## src/rtl/efs_pkg.sv

```systemverilog
// Package with the payload types, widths and register map of the staircase unit.
`timescale 1ns / 1ps
`default_nettype none

package efs_pkg;

  localparam int COST_BITS   = 32;
  localparam int VERTEX_BITS = 16;
  localparam int SLACK_BITS  = 24;
  localparam int FRAC_BITS   = 16;
  // The factor (1 + slack) in Q9.16 needs one bit more than the slack itself.
  localparam int FACTOR_BITS = SLACK_BITS + 1;
  localparam int PROD_BITS   = COST_BITS + FACTOR_BITS;
  localparam int ADDR_BITS   = 3;
  localparam int DATA_BITS   = 32;

  localparam logic [FACTOR_BITS-1:0] ONE_Q16 = FACTOR_BITS'(1) << FRAC_BITS;

  // Register indexes, taken from paddr[2].
  localparam logic REG_SLACK_FIRST  = 1'b0;
  localparam logic REG_SLACK_SECOND = 1'b1;

  typedef struct packed {
    logic [VERTEX_BITS-1:0] vertex_id;
    logic [COST_BITS-1:0]   cost_first;
    logic [COST_BITS-1:0]   cost_second;
    logic                   list_end;
  } in_item_t;

  typedef struct packed {
    logic [VERTEX_BITS-1:0] vertex_out;
    logic [COST_BITS-1:0]   corner_first;
    logic [COST_BITS-1:0]   corner_second;
    logic                   final_corner;
  } out_item_t;

endpackage

`default_nettype wire

```

## src/rtl/epsilon_front_staircase_unit.sv

```systemverilog
// Top level of the epsilon front staircase unit: slack compare, held point and result queue.
`timescale 1ns / 1ps
`default_nettype none

// Path: a corner passes through the stage-1 register and the result queue to out_data.
// Throughput: one input transaction per cycle unless stage 2 stalls; the output drains one
// corner per cycle while out_ready holds, so a run of items that cause two corners stalls the
// input once three of four queue entries fill.
// Reset: rst is synchronous and active high; it clears both slack registers, the held point,
// the kept-point count, the pipeline valid bit and the result queue. No clearing pass is needed.
module epsilon_front_staircase_unit (
  input  wire                            clk,
  input  wire                            rst,
  // Input point channel.
  input  wire                            in_valid,
  output logic                           in_ready,
  input  efs_pkg::in_item_t              in_data,
  // Corner channel.
  output logic                           out_valid,
  input  wire                            out_ready,
  output efs_pkg::out_item_t             out_data,
  // APB-style configuration port.
  input  wire                            psel,
  input  wire                            penable,
  input  wire                            pwrite,
  input  wire [efs_pkg::ADDR_BITS-1:0]   paddr,
  input  wire [efs_pkg::DATA_BITS-1:0]   pwdata,
  output logic [efs_pkg::DATA_BITS-1:0]  prdata,
  output logic                           pready
);

  localparam int CB = efs_pkg::COST_BITS;
  localparam int PB = efs_pkg::PROD_BITS;
  localparam int QDEPTH = 4;
  localparam int QPTR = $clog2(QDEPTH);

  // ---------------------------------------------------------------------------
  // Configuration registers. A write lands on the access cycle of the transfer.
  // ---------------------------------------------------------------------------
  logic [efs_pkg::SLACK_BITS-1:0] slack_first;
  logic [efs_pkg::SLACK_BITS-1:0] slack_second;
  logic                           cfg_write;

  assign cfg_write = psel && penable && pwrite;
  assign pready    = 1'b1;

  always_ff @(posedge clk) begin
    if (rst) begin
      slack_first  <= '0;
      slack_second <= '0;
    end else if (cfg_write) begin
      if (paddr[2] == efs_pkg::REG_SLACK_FIRST) begin
        slack_first <= pwdata[efs_pkg::SLACK_BITS-1:0];
      end else begin
        slack_second <= pwdata[efs_pkg::SLACK_BITS-1:0];
      end
    end
  end

  always_comb begin
    if (paddr[2] == efs_pkg::REG_SLACK_FIRST) begin
      prdata = efs_pkg::DATA_BITS'(slack_first);
    end else begin
      prdata = efs_pkg::DATA_BITS'(slack_second);
    end
  end

  // ---------------------------------------------------------------------------
  // Stage 1: the slack products depend only on the incoming point, so they are
  // formed as the transaction is accepted and registered with the point.
  // ---------------------------------------------------------------------------
  logic [efs_pkg::FACTOR_BITS-1:0] factor_first;
  logic [efs_pkg::FACTOR_BITS-1:0] factor_second;
  logic [PB-1:0]                   prod_first_next;
  logic [PB-1:0]                   prod_second_next;

  assign factor_first     = efs_pkg::ONE_Q16 + efs_pkg::FACTOR_BITS'(slack_first);
  assign factor_second    = efs_pkg::ONE_Q16 + efs_pkg::FACTOR_BITS'(slack_second);
  assign prod_first_next  = PB'(in_data.cost_first) * PB'(factor_first);
  assign prod_second_next = PB'(in_data.cost_second) * PB'(factor_second);

  logic              s1_valid;
  efs_pkg::in_item_t s1_item;
  logic [PB-1:0]     prod_first;
  logic [PB-1:0]     prod_second;
  logic              s1_fire;
  logic              in_fire;

  assign in_ready = !s1_valid || s1_fire;
  assign in_fire  = in_valid && in_ready;

  always_ff @(posedge clk) begin
    if (rst) begin
      s1_valid <= 1'b0;
    end else if (in_ready) begin
      s1_valid <= in_valid;
    end
  end

  always_ff @(posedge clk) begin
    if (in_fire) begin
      s1_item     <= in_data;
      prod_first  <= prod_first_next;
      prod_second <= prod_second_next;
    end
  end

  // ---------------------------------------------------------------------------
  // Stage 2: compare against the held point, update the staircase state and
  // push zero, one or two corners into the result queue.
  // ---------------------------------------------------------------------------
  logic [CB-1:0] earlier_first;
  logic [CB-1:0] held_first;
  logic [CB-1:0] held_second;
  logic [1:0]    kept_count;

  logic [CB-1:0] earlier_first_next;
  logic [CB-1:0] held_first_next;
  logic [CB-1:0] held_second_next;
  logic [1:0]    kept_count_next;

  logic               within_first;
  logic               within_second;
  logic               push_corner;
  efs_pkg::out_item_t push_item;
  efs_pkg::out_item_t end_item;

  // held * 2^16 against (1 + slack) * incoming, both exact at full width.
  assign within_first  = (PB'(held_first) << efs_pkg::FRAC_BITS) <= prod_first;
  assign within_second = (PB'(held_second) << efs_pkg::FRAC_BITS) <= prod_second;

  always_comb begin
    earlier_first_next = earlier_first;
    held_first_next    = held_first;
    held_second_next   = held_second;
    kept_count_next    = kept_count;
    push_corner        = 1'b0;

    push_item.vertex_out    = s1_item.vertex_id;
    push_item.corner_first  = earlier_first;
    push_item.corner_second = held_second;
    push_item.final_corner  = 1'b0;

    if (kept_count == 2'd0) begin
      held_first_next  = s1_item.cost_first;
      held_second_next = s1_item.cost_second;
      kept_count_next  = 2'd1;
    end else if (within_first && within_second) begin
      // The held point absorbs the incoming one and takes its second cost.
      held_second_next = s1_item.cost_second;
    end else begin
      // The held point is pushed; the corner before it is now settled.
      push_corner        = (kept_count == 2'd2);
      earlier_first_next = held_first;
      held_first_next    = s1_item.cost_first;
      held_second_next   = s1_item.cost_second;
      kept_count_next    = 2'd2;
    end

    end_item.vertex_out    = s1_item.vertex_id;
    end_item.corner_first  = (kept_count_next == 2'd1) ? held_first_next : earlier_first_next;
    end_item.corner_second = held_second_next;
    end_item.final_corner  = 1'b1;
  end

  // ---------------------------------------------------------------------------
  // Result queue. Stage 2 only advances when two entries are free, so a point
  // that gives two corners never overruns it.
  // ---------------------------------------------------------------------------
  efs_pkg::out_item_t queue [QDEPTH];
  logic [QPTR-1:0]    wr_ptr;
  logic [QPTR-1:0]    rd_ptr;
  logic [QPTR:0]      count;
  logic [QPTR:0]      count_next;
  logic               out_fire;
  logic               end_push;
  logic [QPTR:0]      push_num;

  assign out_valid = (count != '0);
  assign out_data  = queue[rd_ptr];
  assign out_fire  = out_valid && out_ready;
  assign s1_fire   = s1_valid && (count <= (QPTR+1)'(QDEPTH - 2));
  assign end_push  = s1_fire && s1_item.list_end;
  assign push_num  = (QPTR+1)'(s1_fire && push_corner) + (QPTR+1)'(end_push);
  assign count_next = count + push_num - (QPTR+1)'(out_fire);

  always_ff @(posedge clk) begin
    if (s1_fire) begin
      if (push_corner) begin
        queue[wr_ptr] <= push_item;
        if (s1_item.list_end) begin
          queue[wr_ptr + QPTR'(1)] <= end_item;
        end
      end else if (s1_item.list_end) begin
        queue[wr_ptr] <= end_item;
      end
    end
  end

  always_ff @(posedge clk) begin
    if (rst) begin
      wr_ptr <= '0;
      rd_ptr <= '0;
      count  <= '0;
    end else begin
      wr_ptr <= wr_ptr + QPTR'(push_num);
      if (out_fire) begin
        rd_ptr <= rd_ptr + QPTR'(1);
      end
      count <= count_next;
    end
  end

  // State update; list end returns everything to the empty state.
  always_ff @(posedge clk) begin
    if (rst) begin
      earlier_first <= '0;
      held_first    <= '0;
      held_second   <= '0;
      kept_count    <= 2'd0;
    end else if (s1_fire) begin
      if (s1_item.list_end) begin
        earlier_first <= '0;
        held_first    <= '0;
        held_second   <= '0;
        kept_count    <= 2'd0;
      end else begin
        earlier_first <= earlier_first_next;
        held_first    <= held_first_next;
        held_second   <= held_second_next;
        kept_count    <= kept_count_next;
      end
    end
  end

endmodule

`default_nettype wire
```

## config.mk

```make
export PLATFORM = sky130hd
export DESIGN_NAME = epsilon_front_staircase_unit
export DESIGN_NICKNAME = d
export VERILOG_FILES = /design/src/rtl/efs_pkg.sv /design/src/rtl/epsilon_front_staircase_unit.sv
export SDC_FILE = /design/constraint.sdc
export NUM_CORES = 2
export LEC_CHECK = 0
export ABC_CLOCK_PERIOD_IN_PS = 23300
export BUFFER_PORTS_ARGS = -buffer_cell sky130_fd_sc_hd__buf_2
export CAP_MARGIN = 20
export CORE_MARGIN = 5
export CORE_UTILIZATION = 50
export CTS_CLUSTER_SIZE = 8
export DETAILED_ROUTE_END_ITERATION = 10
export PLACE_DENSITY = 0.64
export SLEW_MARGIN = 20
export SYNTH_ARGS = -nofsm -noshare
export SYNTH_HDL_FRONTEND = slang
export SYNTH_SLANG_ARGS = --single-unit
```

## constraint.sdc

```tcl
create_clock -name clk -period 23.3 [get_ports clk]
set_input_delay 3.495 -clock clk [delete_from_list [all_inputs] [get_ports clk]]
set_output_delay 3.495 -clock clk [all_outputs]
set_load 0.01 [all_outputs]
```

After elaboration in Yosys (flattened, before gate mapping)
Memory sizes are Yosys's and may differ from the RTL's. A register that Yosys moved wholly into a read port is not among the register bits. Cells that the tools add are included.

$add $sub $neg: 8. $mul: 2. Magnitude comparators: 3. Equal/unequal tests: 2. Mux-type cells: 27. Bitwise logic cells: 2. Reduce and logical (&&, ||, !) cells: 14.

Operator list (number): 32-bit two-way mux (8); 48-bit by 57-bit less-or-equal comparator with 1-bit output (2); 32-bit by 25-bit multiplier with 57-bit output (2); 81-bit two-way mux (1); 17-bit by 24-bit adder with 25-bit output (first input constant) (2); 24-bit two-way mux (1); 1-bit two-way mux (12); 2-bit two-way mux (5); 1-bit logical AND (8); 2-bit by 1-bit adder with 2-bit output (second input constant) (2); 2-bit AND reduction (2); 3-bit by 2-bit adder with 3-bit output (1); 3-bit by 2-bit less-or-equal comparator with 1-bit output (second input constant) (1); 3-bit nonzero test (1); 3-bit by 1-bit subtractor with 3-bit output (1); 1-bit by 1-bit adder with 2-bit output (1); 2-bit adder (1); 2-bit by 1-bit equality test with 1-bit output (second input constant) (1); 2-bit equality test (second input constant) (1); 2-bit logical NOT (1); 1-bit logical NOT (1); 1-bit logical OR (1); 1-bit inverter (1); 1-bit OR (1).

Register bits after elaboration: 349. RAM bits: 324. Input bits: 123. Output and inout bits: 116. Logic and storage cells: 75. Memories kept: 1.

Memory list: queue (words 4, bits a word 81, read ports 1, clocked after Yosys merged registers in 1, wr ports 2, line epsilon_front_staircase_unit.sv:170) `efs_pkg::out_item_t queue [QDEPTH];`.

Depth between registers and ports, before layout
Depth in word-level cells: 8. Mapped depth: 29.

Worst setup path after synthesis
OpenSTA, ideal clock, no wires.

Path kind: input port to flip-flop. Start point: input in_data[64] in the netlist's numbering. End point: register prod_first[56] (data pin). Setup time: 0.262 ns. Arrival time: 10.070 ns. Data required time: 23.038 ns. Setup slack: 12.968 ns. Stages: 27. Buffers on the path: 2. Cells stage by stage: clkbuf_1 > and2_1 > fa_1 > inv_1 > fa_1 > inv_1 > fa_1 > inv_1 > fa_1 > inv_1 > fa_1 > fa_1 > inv_1 > fa_1 > inv_1 > ha_1 > clkbuf_1 > and4_1 > nand3_1 > and3b_1 > a2111oi_0 > o21ai_0 > a21o_1 > a2111oi_0 > o311ai_0 > a21oi_1 > xor2_1.

Cells in the longest elaborated chain, start to end: 1.

RTL lines: start, declared (line epsilon_front_staircase_unit.sv:17) `input efs_pkg::in_item_t in_data,`; 32-bit by 25-bit multiplier with 57-bit output (line epsilon_front_staircase_unit.sv:79) `assign prod_first_next = PB'(in_data.cost_first) * PB'(factor_first);`; named net prod_first_next[56] (line epsilon_front_staircase_unit.sv:74) `logic [PB-1:0] prod_first_next;`; end signal, assigned (line epsilon_front_staircase_unit.sv:103) `prod_first <= prod_first_next;`; end, declared (line epsilon_front_staircase_unit.sv:84) `logic [PB-1:0] prod_first;`.

The timed path passes the listed nets, and every way through them passes these cells. A chain may end at the register's enable or synchronous reset.

Worst setup path after layout
Start point: input in_data[60] in the netlist's numbering. End point: register prod_first[56] (data pin).

The elaborated chain is that of the path after synthesis.

==> metrics.md <==
| Metric | Value |
|---|---|
| Hold buffers post-CTS | 0 |
| # resized after CTS | 0 |
| Skew final | 0.0360 ns |
| Clk root buf | clkbuf_16 |
| Vias per Instance | 5.67 |
| Design area | 0.0854 mm^2 |
| Largest net degree at the start of global routing | 97 |
| CP Launch Type | input pin |
| EDFF count, synth | 515 |
| Fin worst setup slack | 12.38 ns |
| Ratio of cells with drive above 1 in the final layout | 7.19% |
| Io pins | 239 |
| GPL Wtd Cong | just over 0.9 |
| First-pass GRT wire length | 352,000 um |
| Clock slew at reported path FFs | 0.05 ns |
| CP required | approximately 24 ns |
| Register area share after synthesis | 23.4% |
| Post-synth cell types | 83 |
| Outcome | finished clean |
| Largest fanout on the critical path | 26 |
| Dpl ws | about 12 ns |
| CP max stage cell | buf_2 |
| Minimum clock period | 10.92 ns |
| MaxCap Viol Count | 0 |
| Min-Delay Path Class | flip-flop to flip-flop |
| Post-CTS Setup Bufs | 0 |
| Max frequency | ~92 MHz |
| Crit path buf inv count | 6 |
| Initial antenna violation count | 10 |
| Synth-to-layout area growth | 6.94% |
| Clk sink count | around 680 |
| Routed len/inst | 22.3 um |
| Worst hold endpoint | slack_first[15]$_SDFFE_PP0P_ |
| CTS tree | yes |
| R2r startpoint | slack_first[16]$_SDFFE_PP0P_ |
| Critical path class | input pin to flip-flop |
| Max IR drop VDD | 0.0000558 V |
| DRT Pass-1 Iters | 5 |
| FF-to-FF path depth | 27 |
| Initial DRC Count | approximately 4,600 |
| # DRC | 0 |
| Asr flop ratio synth | 0% |
| Routed Antenna Nets | 0 |
| FF-to-FF End | prod_first[56]$_DFFE_PP_ |
| PortBufs | ~220 |
| Worst setup EP type | flip-flop |
| Placed Area | 0.0825 mm^2 |
| Flop2flop setup slack | 14.18 ns |
| Number of global-route vias before repair | 60,400 |
| Crit path max-delay family | adder cells |
| Seq cells post-synth | roughly 680 |
| Top FF cell, synth | edfxtp_1 |
| Die W | between 400 and 500 um |
| Buffer depth of the longest clock path | 3 |
| Area of the mapped netlist | 0.0798 mm^2 |
| TritonCTS Buffers | 95 |
| Die area | 0.168 mm^2 |
| Vias | 56,800 |
| Hold path startpoint | slack_first[15]$_SDFFE_PP0P_ |
| Worst hold path depth | 2 |
| Post-DP HPWL | 154,000 um |
| PD cells | 51.3 mW/mm^2 |
| Post-Route Setup TNS | 0 ns |
| Final Setup Violations | 0 |
| Synthesized area per cell | 10.0 um^2 |
| Ys Warns | 0 |
| Tcrit/Tclk final | 46.8% |
| RSZ-0062 raised after global routing | no |
| WL final | around 220,000 um |
| Final hold violations | 0 |
| Final Max Tran Viols | 0 |
| Num rows | 146 |
| Worst rel slew slack | 30.1% |
| CP dominant cell by count | fa_1 |
| Lkg Pwr | 39.8 nW |
| Final nets | about 9,800 |
| Global route total overflow | 0 |
| Starting density of the core | 50.4% |
| Gr usage total | 27.1% |
| Slowest stage delay, CP | 0.69 ns |
| Worst-Margin Slew | 1.05 ns |
| Mapped Cells | 7,946 |
| WP data arrival | about 11 ns |
| Die Y | 410 um |
| H-Tree Level Count | 3 |
| Core Area | 0.159 mm^2 |
| Clock latency reported for the late side of the worst-skew pair | between 0.7 and 0.8 ns |
## logic make-up after synthesis
family	count (synthesis)	synth area share, %
flops	675	23.4
other cells	2	0.00941
fa+ha+maj	1831	41.6
mux	109	2.68
simple gates	2308	13.9
xor+xnor	117	1.28
buf+inv	2030	9.65
compound gates	874	7.47
## cells in the mapped netlist (6+ instances only)
cell | count | area, um^2
o211ai_1 | 8 | 60.1
o21a_1 | 14 | 105
nor4_1 | 14 | 87.6
ha_1 | 455 | 5690
edfxtp_1 | 515 | 15500
buf_4 | 9 | 67.6
nor3b_1 | 9 | 67.6
nand2_1 | 1282 | 4810
and3_1 | 36 | 225
and2_1 | 585 | 3660
a211oi_1 | 13 | 97.6
clkbuf_1 | 412 | 1550
o2bb2ai_1 | 32 | 280
nand3_1 | 34 | 170
xnor2_1 | 75 | 657
nand3b_1 | 36 | 270
and2_4 | 10 | 87.6
nand2b_1 | 77 | 482
dfxtp_1 | 160 | 3200
a22o_1 | 193 | 1690
o22a_1 | 30 | 263
a31oi_1 | 20 | 125
inv_1 | 1571 | 5900
o22ai_1 | 7 | 43.8
o21ai_0 | 191 | 956
and4_1 | 6 | 52.6
fa_1 | 1375 | 27500
nor3_1 | 21 | 105
or4_1 | 6 | 45.0
buf_2 | 21 | 105
mux2_2 | 26 | 293
mux4_2 | 81 | 1820
o21bai_1 | 25 | 188
nor2_1 | 95 | 357
nand4_1 | 28 | 175
a21oi_1 | 209 | 1050
nor2b_1 | 38 | 238
buf_1 | 14 | 52.6
a21o_1 | 63 | 473
or3_1 | 9 | 56.3
a211o_1 | 7 | 61.3
xor2_1 | 42 | 368
## worst max-delay path by stage
stage | end | cells after the start | start | slack [ns]
final | prod_first[56]$_DFFE_PP_ | 25 | in_data[60] | 12.38
after global routing | prod_first[56]$_DFFE_PP_ | 25 | in_data[60] | 12.12
after CTS | prod_first[56]$_DFFE_PP_ | 25 | in_data[58] | 12.42
after detailed placement | prod_first[56]$_DFFE_PP_ | 25 | in_data[58] | 11.73
after global placement | prod_first[56]$_DFFE_PP_ | 23 | in_data[57] | 11.75
after floorplan | prod_first[56]$_DFFE_PP_ | 27 | in_data[64] | 12.97
## worst min-delay path: stages (launching register included)
cell	delay [ns]
dfxtp_1	0.31
nand2_1	0.05
a21oi_1	0.05
## area by class of cell
type / instances / area, um^2
diodes: 3 / 7.51
clock buffers: 160 / 2650
clock inverters: 8 / 205
fillers: 14000 / 73200
inverters: 1571 / 5900
multi-input cells: 5248 / 53700
flip-flops and latches: 675 / 18700
well taps: 2072 / 2590
repair buffers: 293 / 1660
## report_power, final
group	total, mW	internal (mW)	switching (mW)
registers	1.52	1.43	0.0926
clock network	1.32	0.775	0.544
logic	1.53	0.578	0.957
## through the flow
stage | utilization, % | power, mW | hold WS (ns) | cells
final | 53.9 | 4.38 | 0.469 | 10000
after global routing | 53.8 | 4.63 | 0.492 | 10000
after CTS | 53.8 | 4.40 | 0.470 | 10000
after detailed placement | 52.0 | 3.07 | 0.463 | 9859
after global placement | 52.0 | 3.04 | 0.449 | 9858
after floorplan | - | 2.53 | 0.436 | 7953
## state kept, by name, summed over array words and instances (netlist names), 3 cells and up, named ones only
| signal | count |
|---|---|
| queue | 324 |
| s1_item | 65 |
| prod_first | 57 |
| prod_second | 57 |
| earlier_first | 32 |
| held_first | 32 |
| held_second | 32 |
| slack_first | 24 |
| slack_second | 24 |
| end_item | 16 |
| count | 3 |
## cell usage in the layout, fill, tap and decap left out, types with 36 or more instances in the layout
master / n
clkbuf_1: 62
nor2_1: 94
and2_1: 584
buf_2: 218
nand3b_1: 36
clkbuf_16: 95
mux4_2: 81
a21oi_1: 208
a21o_1: 63
a22o_1: 193
ha_1: 454
xor2_1: 36
fa_1: 1375
inv_1: 1570
edfxtp_1: 515
dfxtp_1: 152
buf_4: 74
nor2b_1: 38
nand2_1: 1281
nand2b_1: 77
o21ai_0: 191
xnor2_1: 69
## per-layer routing
metal	track usage, %	up-vias	share of wire (%)
met1	37.6	29200	42
met4	8.07	2	3.2
met3	5.26	444	9.3
li1	-	24700	-
met2	43.4	2496	46
met5	0	-	0.0076
No activity file was read; power rests on OpenSTA's default activity.
